`config.mk`:
```
export PLATFORM = sky130hd
export DESIGN_NAME = i2c_bit_level_master_unit
export DESIGN_NICKNAME = d
export VERILOG_FILES = /design/src/rtl/i2cbm_pkg.sv /design/src/rtl/i2cbm_seq.sv /design/src/rtl/i2c_bit_level_master_unit.sv
export SDC_FILE = /design/constraint.sdc
export NUM_CORES = 1
export LEC_CHECK = 0
export BUFFER_PORTS_ARGS = -buffer_cell sky130_fd_sc_hd__buf_2
export CORE_ASPECT_RATIO = 2
export CORE_UTILIZATION = 34
export CTS_CLUSTER_DIAMETER = 120
export CTS_CLUSTER_SIZE = 24
export DETAILED_ROUTE_END_ITERATION = 8
export PLACE_DENSITY = 0.54
export SKIP_LAST_GASP = 1
export SLEW_MARGIN = 20
export SYNTH_ARGS = -nofsm -noshare
export SYNTH_HDL_FRONTEND = slang
export SYNTH_SLANG_ARGS = --single-unit
export TNS_END_PERCENT = 30
```
`constraint.sdc`:
```
create_clock -name clk -period 4.95 [get_ports clk]
set_input_delay 0.495 -clock clk [delete_from_list [all_inputs] [get_ports clk]]
set_output_delay 0.495 -clock clk [all_outputs]
set_load 0.03 [all_outputs]
```
`src/rtl/i2cbm_pkg.sv`:
```
// shared types and constants for the i2c bit-level master
`default_nettype none

package i2cbm_pkg;

    // command codes
    typedef enum logic [2:0] {
        CMD_NONE  = 3'd0,
        CMD_START = 3'd1,
        CMD_STOP  = 3'd2,
        CMD_ACK   = 3'd3,
        CMD_NACK  = 3'd4,
        CMD_WAIT  = 3'd5,
        CMD_WRITE = 3'd6,
        CMD_READ  = 3'd7
    } cmd_t;

    // sequence phases, one-hot
    typedef enum logic [7:0] {
        PH0 = 8'b0000_0001,
        PH1 = 8'b0000_0010,
        PH2 = 8'b0000_0100,
        PH3 = 8'b0000_1000,
        PH4 = 8'b0001_0000,
        PH5 = 8'b0010_0000,
        PH6 = 8'b0100_0000,
        PH7 = 8'b1000_0000
    } phase_t;

    // configuration register indexes
    localparam logic [1:0] REG_HALF_PERIOD = 2'd0;
    localparam logic [1:0] REG_SETUP       = 2'd1;
    localparam logic [1:0] REG_POLL_LIMIT  = 2'd2;

    // configuration reset values
    localparam logic [7:0] HALF_PERIOD_RST = 8'd5;
    localparam logic [7:0] SETUP_RST       = 8'd1;
    localparam logic [7:0] POLL_LIMIT_RST  = 8'd10;

    // bits per byte
    localparam logic [3:0] BYTE_BITS = 4'd8;

    // configuration register set
    typedef struct packed {
        logic [7:0] half_period;
        logic [7:0] setup;
        logic [7:0] poll_limit;
    } cfg_t;

    // one result word
    typedef struct packed {
        logic       scl;
        logic       sda;
        logic       busy;
        logic       done;
        logic [7:0] rdata;
        logic       ack;
        logic       rej;
    } res_t;

endpackage

`default_nettype wire

```
`src/rtl/i2cbm_seq.sv`:
```
// line sequencer: sequence state and the per-tick step logic
`default_nettype none

module i2cbm_seq (
    input  wire logic           clk,
    input  wire logic           rst_n,
    input  wire logic           step_en,
    input  wire logic [2:0]     cmd_in,
    input  wire logic [7:0]     wdata_in,
    input  wire logic           sda_in,
    input  wire i2cbm_pkg::cfg_t cfg,
    output i2cbm_pkg::res_t     res
);
    import i2cbm_pkg::*;

    // sequence state apart from the tick timer
    typedef struct packed {
        cmd_t       cmd;
        phase_t     phase;
        logic [7:0] shift;
        logic [3:0] bits;
        logic [7:0] poll;
        logic       scl;
        logic       sda;
        logic       ack;
    } seq_state_t;

    // outcome of entering one phase
    typedef struct packed {
        seq_state_t st;
        logic       fin;
        logic       cont;
        logic [7:0] dly;
    } enter_res_t;

    // enter the current phase: apply levels, pick next phase and hold time
    function automatic enter_res_t seq_enter(seq_state_t s, logic [7:0] hp,
                                             logic [7:0] setup, logic sd);
        enter_res_t r;
        logic       first;
        r      = '0;
        r.st   = s;
        r.dly  = hp;
        first  = (s.cmd == CMD_ACK);
        unique case (s.cmd)
            CMD_START:
            begin
                unique case (s.phase)
                    PH0:
                    begin
                        r.st.scl = 1'b1; r.st.sda = 1'b1; r.st.phase = PH1;
                    end
                    PH1:
                    begin
                        r.st.sda = 1'b0; r.st.phase = PH2;
                    end
                    PH2:
                    begin
                        r.st.scl = 1'b0; r.st.phase = PH3;
                    end
                    default: r.fin = 1'b1;
                endcase
            end
            CMD_STOP:
            begin
                unique case (s.phase)
                    PH0:
                    begin
                        r.st.scl = 1'b0; r.st.sda = 1'b0; r.st.phase = PH1;
                        r.dly = 8'd1;
                    end
                    PH1:
                    begin
                        r.st.scl = 1'b1; r.st.phase = PH2;
                    end
                    PH2:
                    begin
                        r.st.sda = 1'b1; r.st.phase = PH3;
                    end
                    default: r.fin = 1'b1;
                endcase
            end
            CMD_ACK, CMD_NACK:
            begin
                unique case (s.phase)
                    PH0:
                    begin
                        r.st.scl = 1'b0; r.st.sda = first; r.st.phase = PH1;
                        r.dly = 8'd1;
                    end
                    PH1:
                    begin
                        r.st.sda = ~first; r.st.phase = PH2;
                        r.dly = 8'd1;
                    end
                    PH2:
                    begin
                        r.st.scl = 1'b1; r.st.phase = PH3;
                    end
                    default:
                    begin
                        r.st.scl = 1'b0; r.st.sda = first; r.fin = 1'b1;
                    end
                endcase
            end
            CMD_WAIT:
            begin
                unique case (s.phase)
                    PH0:
                    begin
                        r.st.scl = 1'b0; r.st.sda = 1'b1; r.st.phase = PH1;
                    end
                    PH1:
                    begin
                        r.st.scl = 1'b1; r.st.phase = PH2;
                    end
                    PH2:
                    begin
                        // poll sda once per half period
                        if (s.poll == 8'd0)
                        begin
                            r.st.ack = 1'b0; r.st.phase = PH4; r.cont = 1'b1;
                        end
                        else if (!sd)
                        begin
                            r.st.ack = 1'b1; r.st.scl = 1'b0; r.fin = 1'b1;
                        end
                        else
                        begin
                            r.st.poll = s.poll - 8'd1;
                        end
                    end
                    // timeout: stop condition
                    PH4:
                    begin
                        r.st.scl = 1'b0; r.st.sda = 1'b0; r.st.phase = PH5;
                        r.dly = 8'd1;
                    end
                    PH5:
                    begin
                        r.st.scl = 1'b1; r.st.phase = PH6;
                    end
                    PH6:
                    begin
                        r.st.sda = 1'b1; r.st.phase = PH7;
                    end
                    default: r.fin = 1'b1;
                endcase
            end
            CMD_WRITE:
            begin
                unique case (s.phase)
                    PH0:
                    begin
                        r.st.scl = 1'b0; r.st.sda = s.shift[7]; r.st.phase = PH1;
                        r.dly  = setup;
                        r.cont = (setup == 8'd0);
                    end
                    PH1:
                    begin
                        r.st.scl = 1'b1; r.st.phase = PH2;
                    end
                    PH2:
                    begin
                        r.st.scl = 1'b0; r.st.phase = PH3;
                    end
                    default:
                    begin
                        r.st.shift = {s.shift[6:0], 1'b0};
                        if (s.bits <= 4'd1)
                        begin
                            r.st.bits = 4'd0; r.fin = 1'b1;
                        end
                        else
                        begin
                            r.st.bits = s.bits - 4'd1; r.st.phase = PH0; r.cont = 1'b1;
                        end
                    end
                endcase
            end
            CMD_READ:
            begin
                unique case (s.phase)
                    PH0:
                    begin
                        r.st.scl = 1'b0; r.st.sda = 1'b1; r.st.phase = PH1;
                    end
                    PH1:
                    begin
                        r.st.scl = 1'b1; r.st.phase = PH2;
                    end
                    default:
                    begin
                        r.st.shift = {s.shift[6:0], sd};
                        if (s.bits <= 4'd1)
                        begin
                            r.st.bits = 4'd0; r.st.scl = 1'b0; r.fin = 1'b1;
                        end
                        else
                        begin
                            r.st.bits = s.bits - 4'd1; r.st.phase = PH0; r.cont = 1'b1;
                        end
                    end
                endcase
            end
            default: r.fin = 1'b1;
        endcase
        return r;
    endfunction

    seq_state_t st_reg, st_next;
    logic [7:0] timer_reg, timer_next;

    seq_state_t s0;
    enter_res_t e1, e2, e3, sel;
    logic [7:0] hp;
    logic [7:0] timer_dec;
    cmd_t       cmd_new;
    logic       busy, run, start_cmd;

    // step logic for one tick
    always_comb
    begin
        hp        = (cfg.half_period == 8'd0) ? 8'd1 : cfg.half_period;
        cmd_new   = cmd_t'(cmd_in);
        busy      = (st_reg.cmd != CMD_NONE);
        start_cmd = !busy && (cmd_new != CMD_NONE);
        timer_dec = timer_reg - 8'd1;

        s0         = st_reg;
        timer_next = timer_reg;
        run        = 1'b0;
        if (start_cmd)
        begin
            s0.cmd   = cmd_new;
            s0.phase = PH0;
            s0.shift = (cmd_new == CMD_WRITE) ? wdata_in : 8'd0;
            s0.bits  = BYTE_BITS;
            s0.poll  = cfg.poll_limit;
            s0.ack   = 1'b0;
            run      = 1'b1;
        end
        else if (busy)
        begin
            timer_next = timer_dec;
            run        = (timer_dec == 8'd0);
        end

        // at most three phases pass within one tick
        e1 = seq_enter(s0, hp, cfg.setup, sda_in);
        e2 = seq_enter(e1.st, hp, cfg.setup, sda_in);
        e3 = seq_enter(e2.st, hp, cfg.setup, sda_in);
        if (e1.fin || !e1.cont)
            sel = e1;
        else if (e2.fin || !e2.cont)
            sel = e2;
        else
            sel = e3;

        st_next = s0;
        res     = '0;
        res.rej = busy && (cmd_new != CMD_NONE);
        if (run)
        begin
            st_next = sel.st;
            if (sel.fin)
            begin
                st_next.cmd   = CMD_NONE;
                st_next.phase = PH0;
                timer_next    = 8'd0;
                res.done      = 1'b1;
                res.rdata     = (s0.cmd == CMD_READ) ? sel.st.shift : 8'd0;
                res.ack       = (s0.cmd == CMD_WAIT) && sel.st.ack;
            end
            else
            begin
                timer_next = sel.dly;
            end
        end
        res.scl  = st_next.scl;
        res.sda  = st_next.sda;
        res.busy = (st_next.cmd != CMD_NONE);
    end

    // sequence state registers
    always_ff @(posedge clk or negedge rst_n)
    begin
        if (!rst_n)
        begin
            st_reg.cmd   <= CMD_NONE;
            st_reg.phase <= PH0;
            st_reg.shift <= 8'd0;
            st_reg.bits  <= 4'd0;
            st_reg.poll  <= 8'd0;
            st_reg.scl   <= 1'b1;
            st_reg.sda   <= 1'b1;
            st_reg.ack   <= 1'b0;
            timer_reg    <= 8'd0;
        end
        else if (step_en)
        begin
            st_reg    <= st_next;
            timer_reg <= timer_next;
        end
    end

endmodule

`default_nettype wire

```
`src/rtl/i2c_bit_level_master_unit.sv`:
```
// i2c bit-level master top level: config registers, input and result registers
// Path: an accepted tick word is held in the input register, and the sequencer
// step runs from there into the result register, which offers the result.
// Throughput: one tick word per cycle; the input side stalls only while the
// result register is full and stalled.
// Reset: asynchronous, active low; sequencer idle with SCL and SDA released,
// config registers at half period 5, setup 1, poll limit 10.
`default_nettype none

module i2c_bit_level_master_unit (
    input  wire logic       clk,
    input  wire logic       rst_n,
    // tick input channel
    input  wire logic       in_valid,
    output logic            in_stall,
    input  wire logic [2:0] command,
    input  wire logic [7:0] write_data,
    input  wire logic       sda_in,
    // result channel
    output logic            out_valid,
    input  wire logic       out_stall,
    output logic            scl_out,
    output logic            sda_out,
    output logic            busy_res,
    output logic            done_res,
    output logic [7:0]      read_data,
    output logic            ack_seen,
    output logic            rejected,
    // configuration write port
    input  wire logic       cfg_we,
    input  wire logic [1:0] cfg_index,
    input  wire logic [7:0] cfg_data
);
    import i2cbm_pkg::*;

    cfg_t       cfg_reg;
    logic       in_valid_reg;
    logic [2:0] cmd_reg;
    logic [7:0] wdata_reg;
    logic       sda_reg;
    logic       out_valid_reg, out_valid_next;
    logic       in_valid_next;
    res_t       res_reg, res_step;
    logic       out_free, advance, in_take;

    // handshake control
    assign out_free  = !out_valid_reg || !out_stall;
    assign advance   = in_valid_reg && out_free;
    assign in_stall  = in_valid_reg && !out_free;
    assign in_take   = in_valid && !in_stall;
    assign out_valid = out_valid_reg;

    always_comb
    begin
        in_valid_next = in_valid_reg;
        if (in_take)
            in_valid_next = 1'b1;
        else if (advance)
            in_valid_next = 1'b0;
        out_valid_next = out_valid_reg && out_stall;
        if (advance)
            out_valid_next = 1'b1;
    end

    // configuration registers
    always_ff @(posedge clk or negedge rst_n)
    begin
        if (!rst_n)
        begin
            cfg_reg.half_period <= HALF_PERIOD_RST;
            cfg_reg.setup       <= SETUP_RST;
            cfg_reg.poll_limit  <= POLL_LIMIT_RST;
        end
        else if (cfg_we)
        begin
            if (cfg_index == REG_HALF_PERIOD)
                cfg_reg.half_period <= cfg_data;
            else if (cfg_index == REG_SETUP)
                cfg_reg.setup <= cfg_data;
            else if (cfg_index == REG_POLL_LIMIT)
                cfg_reg.poll_limit <= cfg_data;
        end
    end

    // valid flags
    always_ff @(posedge clk or negedge rst_n)
    begin
        if (!rst_n)
        begin
            in_valid_reg  <= 1'b0;
            out_valid_reg <= 1'b0;
        end
        else
        begin
            in_valid_reg  <= in_valid_next;
            out_valid_reg <= out_valid_next;
        end
    end

    // input word register
    always_ff @(posedge clk)
    begin
        if (in_take)
        begin
            cmd_reg   <= command;
            wdata_reg <= write_data;
            sda_reg   <= sda_in;
        end
    end

    // sequencer step
    i2cbm_seq u_seq (
        .clk      (clk),
        .rst_n    (rst_n),
        .step_en  (advance),
        .cmd_in   (cmd_reg),
        .wdata_in (wdata_reg),
        .sda_in   (sda_reg),
        .cfg      (cfg_reg),
        .res      (res_step)
    );

    // result word register
    always_ff @(posedge clk)
    begin
        if (advance)
            res_reg <= res_step;
    end

    assign scl_out   = res_reg.scl;
    assign sda_out   = res_reg.sda;
    assign busy_res  = res_reg.busy;
    assign done_res  = res_reg.done;
    assign read_data = res_reg.rdata;
    assign ack_seen  = res_reg.ack;
    assign rejected  = res_reg.rej;

endmodule

`default_nettype wire

```
Word-level counts from Yosys, hierarchy flattened
Index checks and enable logic that the tools add are counted.
Storage, ports and cells
  flip-flop bits (word level): 94
  output and inout bits: 16
  logic and storage cells: 304
Cells by class
  add/sub/neg operators: 7
  magnitude comparators: 3
  equality and inequality tests: 29
  mux-type cells: 177
  bitwise logic cells: 3
  reduce and logical (&&, ||, !) cells: 61
Operators with widths (number)
  $mux W8: 34
  $pmux W8 S4: 6
  $pmux W8 S3: 6
  $pmux W8 S6: 3
  $mux W41: 2
  $mux W12: 6
  $pmux W12 S2: 3
  $pmux W1 S2: 33
  $logic_not A8 Y1: 6
  $mux W1: 48
  $pmux W8 S2: 3
  $mux W9: 5
  $reduce_or A2 Y1: 19
  $pmux W2 S6: 3
  $mux W34: 1
  $sub A8 B1 Y8 const B: 4
  $mux W31: 1
  $eq A8 B1 Y1 const B: 3
  $eq A8 B2 Y1 const B: 3
  $eq A8 B3 Y1 const B: 3
  $eq A8 B5 Y1 const B: 3
  $eq A8 B6 Y1 const B: 3
  $eq A8 B7 Y1 const B: 3
  $mux W2: 9
  26 further kinds: 70

Logic depth before layout (Yosys ltp)
Gate-level depths: netlist of run 1.
  word-level depth: 26
  mapped depth: 28
  mapped depth without buffers: 24

Hierarchy
A second synthesis of run 1 with hierarchy kept.
Unflattened totals
  cells, all modules: 945
  area, all modules: 7775.0 µm²
Modules (own cells, without submodules)
  i2cbm_seq: instances 1, cells each 860, area each 5989.5 µm²
  i2c_bit_level_master_unit: instances 1, cells each 85, area each 1785.5 µm²

Least setup slack after synthesis of run 1
OpenSTA, ideal clock, no wires.
  kind: register to register
  from: register cmd_reg[1]
  to: register res_reg, in the netlist scl_out (data pin)
  arrival: 5.222 ns
  data required time: 4.690 ns
  setup slack: -0.531 ns
  stages on the path, launching flop included: 23
  buffers on the path: 5
  path through: edfxtp_1 -> or3_1 -> clkbuf_1 -> nand2_1 -> buf_2 -> clkbuf_1 -> clkbuf_1 -> clkbuf_1 -> nand2_1 -> ha_1 -> o21ba_2 -> a22o_1 -> a21oi_1 -> o221ai_1 -> a32oi_1 -> nand3_2 -> or3_1 -> a41oi_1 -> a2111oi_0 -> nand3b_2 -> and2b_1 -> mux2i_1 -> mux2_2
RTL lines
  from (decl): line i2c_bit_level_master_unit.sv:38  | logic [2:0] cmd_reg;
  from (signal assigned): line i2c_bit_level_master_unit.sv:105  | cmd_reg <= command;
  to (signal assigned): line i2c_bit_level_master_unit.sv:127  | res_reg <= res_step;
  to (decl): line i2c_bit_level_master_unit.sv:43  | res_t res_reg, res_step;

==> results of run 1 <==
==> kinds of logic (layout without fill, tap and decap cells) <==
family	count (synthesis)	after routing	synth area share (%)
xor+xnor	10	10	1.147
simple gates	362	362	25.20
flops	94	94	32.63
compound gates	310	310	28.28
mux	48	48	6.881
fa+ha+maj	10	10	1.638
buf+inv	75	185	4.227
==> power by group <==
group | internal (uW) | switching, uW
clock | 409 | 374
sequential | 981 | 209
combinational | 2080 | 3470
total | 3470 | 4050
==> cells in the final DEF, fill, tap and decap left out, types with 9 or more instances in the layout <==
cell type / netlist / routed
sky130_fd_sc_hd__nand2_1: 98 / 97
sky130_fd_sc_hd__a211oi_1: 11 / 11
sky130_fd_sc_hd__edfxtp_1: 26 / 26
sky130_fd_sc_hd__nor4_1: 12 / 12
sky130_fd_sc_hd__or3_1: 9 / 9
sky130_fd_sc_hd__o211ai_1: 12 / 12
sky130_fd_sc_hd__and3_1: 13 / 13
sky130_fd_sc_hd__nor2_1: 92 / 92
sky130_fd_sc_hd__mux2_2: 35 / 34
sky130_fd_sc_hd__nor3_1: 28 / 28
sky130_fd_sc_hd__nand4_1: 9 / 9
sky130_fd_sc_hd__a221oi_1: 11 / 10
sky130_fd_sc_hd__ha_1: 10 / 9
sky130_fd_sc_hd__o21ai_0: 73 / 71
sky130_fd_sc_hd__buf_2: 15 / 41
sky130_fd_sc_hd__a21oi_1: 70 / 70
sky130_fd_sc_hd__inv_1: 19 / 19
sky130_fd_sc_hd__mux2i_1: 12 / 11
sky130_fd_sc_hd__nand3_1: 27 / 26
sky130_fd_sc_hd__a31oi_1: 15 / 14
sky130_fd_sc_hd__o21a_1: 10 / 10
sky130_fd_sc_hd__clkbuf_16: 0 / 9
sky130_fd_sc_hd__dfrtp_1: 60 / 60
sky130_fd_sc_hd__buf_4: 2 / 106
==> worst max-delay path: stages, from the launching register on <==
cell and delay [ns]:
sky130_fd_sc_hd__dfrtp_1 0.45, sky130_fd_sc_hd__or3_1 0.45, sky130_fd_sc_hd__nor2_2 0.23, sky130_fd_sc_hd__mux2i_2 0.29, sky130_fd_sc_hd__ha_2 0.26, sky130_fd_sc_hd__and3_1 0.24
sky130_fd_sc_hd__nand2_1 0.19, sky130_fd_sc_hd__o22ai_1 0.27, sky130_fd_sc_hd__o211ai_1 0.12, sky130_fd_sc_hd__or4_1 0.50, sky130_fd_sc_hd__or3_1 0.41, sky130_fd_sc_hd__a41oi_2 0.26
sky130_fd_sc_hd__a2111oi_2 0.06, sky130_fd_sc_hd__buf_4 0.17, sky130_fd_sc_hd__a21boi_1 0.14, sky130_fd_sc_hd__nand4_1 0.19, sky130_fd_sc_hd__a31oi_2 0.12, sky130_fd_sc_hd__mux2_2 0.28
==> cell usage after synthesis, types with 13 or more instances <==
cell type	instances
sky130_fd_sc_hd__a21oi_1	70
sky130_fd_sc_hd__a31oi_1	15
sky130_fd_sc_hd__and3_1	13
sky130_fd_sc_hd__buf_2	15
sky130_fd_sc_hd__clkbuf_1	33
sky130_fd_sc_hd__dfrtp_1	60
sky130_fd_sc_hd__edfxtp_1	26
sky130_fd_sc_hd__inv_1	19
sky130_fd_sc_hd__mux2_2	35
sky130_fd_sc_hd__nand2_1	98
sky130_fd_sc_hd__nand3_1	27
sky130_fd_sc_hd__nor2_1	92
sky130_fd_sc_hd__nor3_1	28
sky130_fd_sc_hd__o21ai_0	73
==> metrics by stage <==
step	std cells	setup TNS [ns]	hold WS (ns)	instance area [um^2]	utilization, %
floorplan	909	-0.03084	0.1994	7711	-
global placement	1278	0	0.4024	8816	39.96
detailed placement	1278	0	0.4023	8816	39.96
CTS	1295	0	0.2830	9151	41.48
global route	1295	-0.3120	0.2818	9225	41.81
finish	1295	0	0.2944	9225	41.81
==> layer usage <==
layer	routed length, um	up-vias	part of all wire, %
met5	0	-	0
met3	1557	136	4.6
li1	-	3691	-
met1	11700	3984	34
met2	17920	335	53
met4	2917	0	8.6
==> worst paths after layout <==
kind	start	to	slack [ns]	cells past startpoint
worst max-delay path	u_seq.st_reg[32]	sda_out	0.06	17
worst min-delay path	write_data[2]	wdata_reg[2]	0.29	1
worst max register to register	u_seq.st_reg[32]	sda_out	0.06	17
worst min register to register	u_seq.st_reg[14]	u_seq.st_reg[14]	0.49	2
max in group asynchronous	rst_n	u_seq.st_reg[4]	3.41	3
min in group asynchronous	rst_n	u_seq.st_reg[27]	0.53	2
==> area by class of cell <==
cell class	instances	area [um^2]
multi-input combinational	740	4956
clock buffer	9	225.2
timing repair buffer	149	1031
clock inverter	7	100.1
inverter	20	75.07
tap	276	345.3
sequential	94	2492
fill	2283	12840
==> repair_timing <==
item / 4_1_cts / 5_1_grt
hold buffers: 1 / 0
resized for setup: 0 / 13
hold endpoints to repair: 9 / 0
setup endpoints to repair: 0 / 12
==> implementation parameters, run 1 <==
Parameter                              Value

Power and ir drop
  Peak VDD IR ... 0.3015 mV
  Leak Pwr ... 0.003782 uW
  Overall power after layout ... 7522 uW
  Power density over the cells ... 815.4 mW/mm^2

STA
  RSZ-0062 raised after global routing ... true
  Headroom to the max-slew limit ... 42.88%
  Final Setup Violations ... 0
  Transition at the pin with the smallest max-transition slack ... 0.8478 ns
  Final critical delay including setup and external delays ... 4.889 ns
  Period utilization ... 98.76%
  Hold Violations, Final ... 0
  Clock skew after layout ... 0.01788 ns
  Upper clock frequency limit ... 204.6 MHz
  Max-slew violations ... 0
  Post-route worst setup slack ... 0.06137 ns

Finish
  Number of flip-flops in the largest register ... 32
  Area growth, synth to finish ... 20.79%
  Layout cell share with drive strength beyond 1 ... 26.59%
  Layout net count ... 1051
  Ant. Diodes ... 0

Yosys
  Total number of yosys warnings ... 0
  Number of synthesized flops with an enable pin ... 26
  Async set-or-reset flop fraction in the synthesized netlist ... 72.34%
  Cell count after synthesis ... 909
  Share of the synthesized area in the top cell type ... 19.66%
  Mapped Avg Cell Area ... 8.402 um^2
  Number of register bits inferred by synthesis ... 94
  Cell type contributing the most total cell area after synthesis ... sky130_fd_sc_hd__dfrtp_1
  Post-synth net total ... 946
  Synth top area cells ... sky130_fd_sc_hd__dfrtp_1 20%, sky130_fd_sc_hd__edfxtp_1 10%, sky130_fd_sc_hd__mux2_2 5.2%, sky130_fd_sc_hd__nand2_1 4.8%, sky130_fd_sc_hd__o21ai_0 4.8%
  Register area share after synthesis ... 32.63%
  Cell Area, Synth ... 0.007637 mm^2
  Cell variety after synth ... 111
  Dominant register cell in the synthesized netlist ... sky130_fd_sc_hd__dfrtp_1

Die
  Number of placed I/O pins ... 43
  Horizontal die dimension ... 108.0 um
  Number of placement rows ... 77
  Height of the die ... 214.0 um
  Die Outline Area ... 0.02310 mm^2
  Core box area ... 0.02206 mm^2
  Initial Util ... 34.62%

Routing
  Drt wl/cell ... 26.33 um
  Total detailed-routing wirelength ... 34.10 mm
  Number of remaining DRC errors ... 0
  Drt first pass iters ... 5
  Vias per std cell ... 6.290
  First DRT Iteration DRCs ... 443
  Remaining number of nets flagged by the antenna check after routing ... 0
  Number of vias after detailed routing ... 8146

Global route
  Maximum number of pins on one net before global-route repair ... 56
  Met1 routing resource usage after global routing ... 30.71%
  GR Util All Layers ... 30.62%
  Initial antenna violation count ... 0
  Aggregate global routing overflow ... 0
  Most Crowded Layer GR ... met2
  GR Util met2 ... 54.50%
  Vias in the first global route ... 8253
  Wire length of the first global-routing pass ... 51.12 mm
  Met3 Track Usage GR ... 5.117%

Clock network
  Clk sinks ... 94
  Root buffer cell ... sky130_fd_sc_hd__clkbuf_16
  Clock insertion delay at the later pin of the skew report ... 0.38 ns
  Total setup buffers inserted after CTS ... 0
  Clock tree from TritonCTS ... yes
  Clock slew at the register clock pins of the worst setup and hold paths ... 0.09 ns
  Number of clock buffers inserted by TritonCTS ... 9
  Number of buffers between clock root and the deepest sink ... 2
  CTS H-Tree Depth ... 3

Critical path
  CP Capture Type ... flop
  Worst endpoint data arrival time ... 5.02 ns
  Crit-path max FO ... 6
  Endpoint required time on the critical path ... 5.08 ns
  Critical path startpoint category ... flop
  Critical path type ... flop to flop

Min path
  HP Class ... primary input to flop

Placed design
  Place WS ... 0.06174 ns
  IO buf count ... 42
  Half-perimeter wire length after detailed placement ... 26.34 mm
  Routability-driven placement congestion ratio ... 0.9892

Run status
  Run status ... complete, no violations

Flow run
  Maxcap violations ... 0
Power figures use the tool's default switching activity.
==> inputs of run 2 (changes only) <==
--- a/config.mk
+++ b/config.mk
@@ -11,7 +11,7 @@
 export CTS_CLUSTER_DIAMETER = 120
 export CTS_CLUSTER_SIZE = 24
 export DETAILED_ROUTE_END_ITERATION = 8
-export PLACE_DENSITY = 0.54
+export PLACE_DENSITY = 0.58
 export SKIP_LAST_GASP = 1
 export SLEW_MARGIN = 20
 export SYNTH_ARGS = -nofsm -noshare
==> constraint.sdc (replaced) <==
create_clock -name clk -period 4.95 [get_ports clk]
set_input_delay 0.495 -clock clk [delete_from_list [all_inputs] [get_ports clk]]
set_output_delay 0.495 -clock clk [all_outputs]
set_load 0.005 [all_outputs]
==> implementation parameters, run 2 (synthesis results as in run 1) <==
Parameter                              Value

Run status
  Run status ... complete, no violations

Placed design
  Place WS ... 0.01679 ns
  Routability-driven placement congestion ratio ... 1.023
  IO buf count ... 42
  Half-perimeter wire length after detailed placement ... 26.45 mm

Global route
  GR Util All Layers ... 30.92%
  Vias in the first global route ... 8144
  Maximum number of pins on one net before global-route repair ... 59
  Aggregate global routing overflow ... 0
  Initial antenna violation count ... 0
  Wire length of the first global-routing pass ... 51.24 mm

Finish
  Most common library cell in the layout ignoring fill and taps ... sky130_fd_sc_hd__buf_4
  Ant. Diodes ... 0
  Highest-count cells in the layout ignoring fill and taps ... 99 x sky130_fd_sc_hd__buf_4, 97 x sky130_fd_sc_hd__nand2_1, 90 x sky130_fd_sc_hd__nor2_1
  Area growth, synth to finish ... 20.71%
  Layout cell share with drive strength beyond 1 ... 26.71%
  Layout net count ... 1043
  Number of flip-flops in the largest register ... 32

Critical path
  Critical path startpoint category ... flop
  Number of cells on the worst reg-to-reg path ... 17
  Capture point of the worst reg-to-reg path ... sda_out
  Critical path type ... flop to flop
  CP Capture Type ... flop
  Crit-path max FO ... 10
  Endpoint required time on the critical path ... 5.08 ns
  Register-to-Register Setup Slack ... 0.17 ns
  Worst endpoint data arrival time ... 4.92 ns
  Reg-to-reg startpoint ... cmd_reg[1]

Die
  Horizontal die dimension ... 108.0 um
  Die Outline Area ... 0.02310 mm^2
  Core box area ... 0.02206 mm^2
  Height of the die ... 214.0 um
  Number of placement rows ... 77
  Initial Util ... 34.62%
  Number of placed I/O pins ... 43

Routing
  Drt wl/cell ... 26.90 um
  First DRT Iteration DRCs ... 664
  Remaining number of nets flagged by the antenna check after routing ... 0
  Vias per std cell ... 6.326
  Number of remaining DRC errors ... 0
  Number of vias after detailed routing ... 8141
  Drt first pass iters ... 5
  Total detailed-routing wirelength ... 34.62 mm

STA
  Hold Violations, Final ... 0
  Transition at the pin with the smallest max-transition slack ... 0.9996 ns
  Final critical delay including setup and external delays ... 4.783 ns
  Final Setup Violations ... 0
  Clock skew after layout ... 0.01984 ns
  Period utilization ... 96.63%
  RSZ-0062 raised after global routing ... false
  Post-route worst setup slack ... 0.1670 ns
  Headroom to the max-slew limit ... 33.36%
  Upper clock frequency limit ... 209.1 MHz
  Worst-case hold slack ... 0.2936 ns
  Max-slew violations ... 0

Clock network
  Clock slew at the register clock pins of the worst setup and hold paths ... 0.08 ns
  Clk sinks ... 94
  Clock insertion delay at the later pin of the skew report ... 0.38 ns
  Number of buffers between clock root and the deepest sink ... 2
  Number of clock buffers inserted by TritonCTS ... 9
  Clock tree from TritonCTS ... yes
  Root buffer cell ... sky130_fd_sc_hd__clkbuf_16
  CTS H-Tree Depth ... 3

Min path
  Cell depth of the worst min-delay path ... 1
  End of the worst hold path ... wdata_reg[1]
  HP Class ... primary input to flop
  Startpoint of the most critical hold path ... write_data[1]

Power and ir drop
  Net switching share of the total power ... 53.77%
  Switching pwr ... 4058 uW
  Total internal power ... 3490 uW
  Peak VDD IR ... 0.3887 mV
  Part of the power in combinational logic ... 73.2%
  Power density over the cells ... 818.7 mW/mm^2
  Share of total power in the clock network ... 10.9%
  Leak Pwr ... 0.003736 uW
  Relative contribution of sequential cells to total power ... 15.9%

Flow run
  Maxcap violations ... 0
==> run 2: layout make-up <==
| class | instances | area [um^2] |
|---|---|---|
| Clock inverter | 7 | 115.1 |
| Sequential cell | 94 | 2492 |
| Inverter | 20 | 75.07 |
| Multi-Input combinational cell | 740 | 5007 |
| Timing Repair Buffer | 141 | 958.4 |
| Fill cell | 2226 | 12840 |
| Clock buffer | 9 | 225.2 |
| Tap cell | 276 | 345.3 |
==> run 2: metal layers <==
layer	wire length, um	vias up	track usage, %
met4	3662	0	26.53
met2	17720	398	54.33
met3	1849	164	4.843
met1	11390	3919	30.68
li1	-	3660	-
met5	0	-	0
==> run 2: stage by stage <==
| stage | TNS [ns] | std cells | total power, uW | utilization, % | area, um^2 |
|---|---|---|---|---|---|
| after floorplan | -0.03084 | 909 | 4341 | - | 7711 |
| after global placement | -0.02781 | 1267 | 6344 | 39.53 | 8721 |
| after detailed placement | 0 | 1267 | 6325 | 39.53 | 8721 |
| after CTS | 0 | 1284 | 7174 | 41.13 | 9075 |
| after global routing | 0 | 1287 | 7937 | 41.79 | 9219 |
| final | 0 | 1287 | 7548 | 41.79 | 9219 |
==> run 2: timing repair <==
item                                    in CTS  in global routing
endpoints found under the hold margin       10                  0
endpoints found under the setup margin       1                 10
pin swaps                                    0                  4
hold buffers                                 1                  0
gates resized for setup                      1                 21
setup buffers                                0                  3
==> run 2: worst max-delay path by stage <==
| stage | startpoint | end | slack (ns) | cells past startpoint |
|---|---|---|---|---|
| finish | cmd_reg[1] | sda_out | 0.17 | 17 |
| global route | cmd_reg[1] | u_seq.timer_reg[7] | 0.005 | 23 |
| CTS | cmd_reg[1] | sda_out | 0.1 | 18 |
| detailed placement | cmd_reg[1] | sda_out | 0.02 | 17 |
| global placement | cmd_reg[1] | sda_out | -0.03 | 17 |
| floorplan | cmd_reg[1] | scl_out | -0.02 | 22 |
==> run 2: power groups by stage <==
stage | registers (uW) | clock network (uW) | logic (uW)
after global placement | 1200 | 0 | 5140
after detailed placement | 1210 | 0 | 5120
after CTS | 1190 | 837 | 5150
after floorplan | 1100 | 0 | 3240
final | 1200 | 822 | 5530
after global routing | 1220 | 857 | 5860
==> run 2: critical path: stages (launching register included) <==
cell and delay (ns):
sky130_fd_sc_hd__edfxtp_1 0.38, sky130_fd_sc_hd__or3_1 0.39, sky130_fd_sc_hd__nand2_1 0.18, sky130_fd_sc_hd__buf_4 0.23
sky130_fd_sc_hd__mux2i_1 0.25, sky130_fd_sc_hd__ha_2 0.26, sky130_fd_sc_hd__nand3_1 0.11, sky130_fd_sc_hd__nor4_2 0.29
sky130_fd_sc_hd__buf_4 0.27, sky130_fd_sc_hd__nor3_1 0.09, sky130_fd_sc_hd__or4_4 0.63, sky130_fd_sc_hd__or3_4 0.39
sky130_fd_sc_hd__a41oi_2 0.30, sky130_fd_sc_hd__a2111oi_4 0.07, sky130_fd_sc_hd__a21boi_2 0.19, sky130_fd_sc_hd__nand4_1 0.11
sky130_fd_sc_hd__a31oi_1 0.11, sky130_fd_sc_hd__mux2_2 0.29
==> inputs of run 3 (changes only) <==
--- a/config.mk
+++ b/config.mk
@@ -5,6 +5,7 @@
 export SDC_FILE = /design/constraint.sdc
 export NUM_CORES = 1
 export LEC_CHECK = 0
+export ABC_AREA = 1
 export BUFFER_PORTS_ARGS = -buffer_cell sky130_fd_sc_hd__buf_2
 export CORE_ASPECT_RATIO = 2
 export CORE_UTILIZATION = 34
==> implementation parameters, run 3 <==
Parameter                              Value

Critical path
  CP Capture Type ... flop
  Number of cells on the worst reg-to-reg path ... 28
  Register-to-Register Setup Slack ... 0.39 ns
  Endpoint required time on the critical path ... 5.08 ns
  Crit path largest cell delay ... 0.41 ns
  Critical path startpoint category ... flop
  Last element of the critical path ... sda_out
  Cell seen most often among critical-path stages ... sky130_fd_sc_hd__nand2_1
  Critical path type ... flop to flop
  Capture point of the worst reg-to-reg path ... sda_out
  Reg-to-reg startpoint ... u_seq.st_reg[32]
  Critical path launch point ... u_seq.st_reg[32]
  Slowest library cell on the worst path ... sky130_fd_sc_hd__dfrtp_1
  Worst endpoint data arrival time ... 4.70 ns
  Crit-path max FO ... 9

Yosys
  Mapped Avg Cell Area ... 6.886 um^2
  Register area share after synthesis ... 33.70%
  Async set-or-reset flop fraction in the synthesized netlist ... 72.34%
  Post-synth net total ... 1109
  Synth top area cells ... sky130_fd_sc_hd__dfrtp_1 20%, sky130_fd_sc_hd__nand2_1 14%, sky130_fd_sc_hd__edfxtp_1 11%, sky130_fd_sc_hd__o21ai_0 6.2%, sky130_fd_sc_hd__inv_1 5.8%
  Total number of yosys warnings ... 0
  Share of the synthesized area in the top cell type ... 20.30%
  Most used standard cell by instance count after synthesis ... sky130_fd_sc_hd__nand2_1
  Ranking of synthesized cells by instance count ... 278 x sky130_fd_sc_hd__nand2_1, 114 x sky130_fd_sc_hd__inv_1, 96 x sky130_fd_sc_hd__nor2_1
  Cell Area, Synth ... 0.007396 mm^2
  Dominant register cell in the synthesized netlist ... sky130_fd_sc_hd__dfrtp_1
  Cell type contributing the most total cell area after synthesis ... sky130_fd_sc_hd__dfrtp_1
  Number of synthesized flops with an enable pin ... 26
  Cell count after synthesis ... 1074
  Number of register bits inferred by synthesis ... 94
  Cell variety after synth ... 59

Routing
  Remaining number of nets flagged by the antenna check after routing ... 0
  Total detailed-routing wirelength ... 28.82 mm
  Number of vias after detailed routing ... 7735
  Vias per std cell ... 5.436
  Drt first pass iters ... 5
  Drt wl/cell ... 20.25 um
  Number of remaining DRC errors ... 0
  First DRT Iteration DRCs ... 406

Power and ir drop
  Share of total power in the clock network ... 13.5%
  Leak Pwr ... 0.004147 uW
  Total internal power ... 2440 uW
  Switching pwr ... 2863 uW
  Peak VDD IR ... 0.2875 mV
  Part of the power in combinational logic ... 66.2%
  Net switching share of the total power ... 53.99%
  Relative contribution of sequential cells to total power ... 20.3%
  Power density over the cells ... 620.9 mW/mm^2

Finish
  Area growth, synth to finish ... 15.50%
  Layout net count ... 1180
  Most common library cell in the layout ignoring fill and taps ... sky130_fd_sc_hd__nand2_1
  Cell area after layout ... 0.008542 mm^2
  Ant. Diodes ... 0
  Highest-count cells in the layout ignoring fill and taps ... 277 x sky130_fd_sc_hd__nand2_1, 113 x sky130_fd_sc_hd__inv_1, 91 x sky130_fd_sc_hd__nor2_1
  Number of flip-flops in the largest register ... 32
  Number of cells in the finished layout apart from fillers ... 1423
  Layout cell share with drive strength beyond 1 ... 20.35%

Placed design
  # placed instances ... 1395
  Post-placement cell area ... 0.008098 mm^2
  Routability-driven placement congestion ratio ... 0.9977
  Half-perimeter wire length after detailed placement ... 21.99 mm
  IO buf count ... 42

Clock network
  CTS H-Tree Depth ... 3
  Clk sinks ... 94
  Clock slew at the register clock pins of the worst setup and hold paths ... 0.09 ns
  Root buffer cell ... sky130_fd_sc_hd__clkbuf_16
  Hold-fix buffers at CTS ... 0
  Number of buffers between clock root and the deepest sink ... 2
  Clock tree from TritonCTS ... yes
  Number of clock buffers inserted by TritonCTS ... 9
  Clock insertion delay at the later pin of the skew report ... 0.38 ns

Die
  Number of placement rows ... 76
  Initial Util ... 34.57%
  Number of placed I/O pins ... 43
  Horizontal die dimension ... 106.3 um
  Core box area ... 0.02140 mm^2
  Die Outline Area ... 0.02238 mm^2
  Height of the die ... 210.6 um

STA
  Clock skew after layout ... 0.01694 ns
  Upper clock frequency limit ... 219.1 MHz
  Final critical delay including setup and external delays ... 4.563 ns
  Max-slew violations ... 0
  Hold Violations, Final ... 0
  Transition at the pin with the smallest max-transition slack ... 1.079 ns
  Headroom to the max-slew limit ... 27.27%
  RSZ-0062 raised after global routing ... true
  Final Setup Violations ... 0
  Period utilization ... 92.19%

Global route
  Aggregate global routing overflow ... 0
  Vias in the first global route ... 7917
  Maximum number of pins on one net before global-route repair ... 69
  GR Util All Layers ... 26.98%
  Wire length of the first global-routing pass ... 44.46 mm
  Initial antenna violation count ... 0

Min path
  HP Class ... primary input to asynchronous set/reset pin

Flow run
  Maxcap violations ... 0

Run status
  Run status ... complete, no violations
==> run 3: changes by cell type in the layout (fill, tap and decap cells not counted), moves of 19 or more <==
cell,change
sky130_fd_sc_hd__inv_2,+23
sky130_fd_sc_hd__nand2_1,+180
sky130_fd_sc_hd__mux2_2,-33
sky130_fd_sc_hd__a21oi_1,-20
sky130_fd_sc_hd__nand2_2,+22
sky130_fd_sc_hd__nand3_1,+39
sky130_fd_sc_hd__nor3_1,-19
sky130_fd_sc_hd__buf_4,-47
sky130_fd_sc_hd__inv_1,+94
==> run 3: worst max-delay path, delay by kind of cell, from the launching register on <==
family / cells / cell delay (ns)
and+or+nand+nor: 17 / 1.96
buffers and inverters: 4 / 0.66
AOI/OAI and AO/OA: 7 / 1.28
DFF: 1 / 0.41
==> run 3: worst min-delay path by stage <==
stage	startpoint	endpoint	slack [ns]	cells past startpoint
final	rst_n	u_seq.st_reg[29]	0.19	1
after global routing	write_data[1]	wdata_reg[1]	0.29	1
after floorplan	rst_n	cfg_reg[0]	0.20	0
after global placement	cfg_reg[5]	cfg_reg[5]	0.47	2
after detailed placement	cfg_reg[5]	cfg_reg[5]	0.47	2
after CTS	write_data[1]	wdata_reg[1]	0.29	1
==> run 3: cells by family (layout without fill, tap and decap cells) <==
kind of cell / Yosys count / in the layout / share of synthesized area, %
flops: 94 / 94 / 33.70
mux: 3 / 3 / 0.5921
compound gates: 236 / 236 / 18.98
xor+xnor: 10 / 10 / 1.184
fa+ha+maj: 8 / 8 / 1.353
simple gates: 546 / 546 / 34.53
buf+inv: 177 / 253 / 9.660
==> run 3: final cells by class <==
class                   instances  area (um^2)
inverters                     142        540.5
flip-flops and latches         94         2492
fillers                      2318        12850
repair buffers                 95        630.6
multi-input cells             803         4248
clock buffers                   9        225.2
clock inverters                 7        63.81
well taps                     273        341.6
==> run 3: per-layer routing <==
metal / vias to the layer above / track usage [%] / part of all wire (%)
met3: 128 / 4.360 / 4.5
met4: 0 / 21.98 / 8.4
met2: 279 / 49.33 / 54
met5: - / 0 / 0
met1: 3599 / 26.10 / 33
li1: 3729 / - / -
==> run 3: power by group through the flow <==
| stage | sequential, uW | combinational, uW | clock [uW] |
|---|---|---|---|
| floorplan | 1050 | 2150 | 0 |
| global placement | 1090 | 3350 | 0 |
| detailed placement | 1090 | 3330 | 0 |
| CTS | 1070 | 3350 | 732 |
| global route | 1090 | 3820 | 762 |
| finish | 1080 | 3510 | 716 |
==> run 3: repair_timing <==
item | 4_1_cts | 5_1_grt
endpoints found under the setup margin | 0 | 13
gates resized for setup | 0 | 19
setup buffers | 0 | 12
==> run 3: through the flow <==
step           setup slack, ns  total power (uW)  hold WS, ns  utilization, %  setup TNS (ns)
2_1_floorplan           0.7014              3194       0.1994               -               0
3_3_place_gp          -0.01703              4438       0.4687           37.85        -0.01703
3_5_place_dp           0.05350              4423       0.4721           37.85               0
4_1_cts                0.05344              5156       0.2865           39.20               0
5_1_grt               -0.04175              5670       0.2896           39.92        -0.04175
6_report                0.3867              5304       0.1888           39.92               0
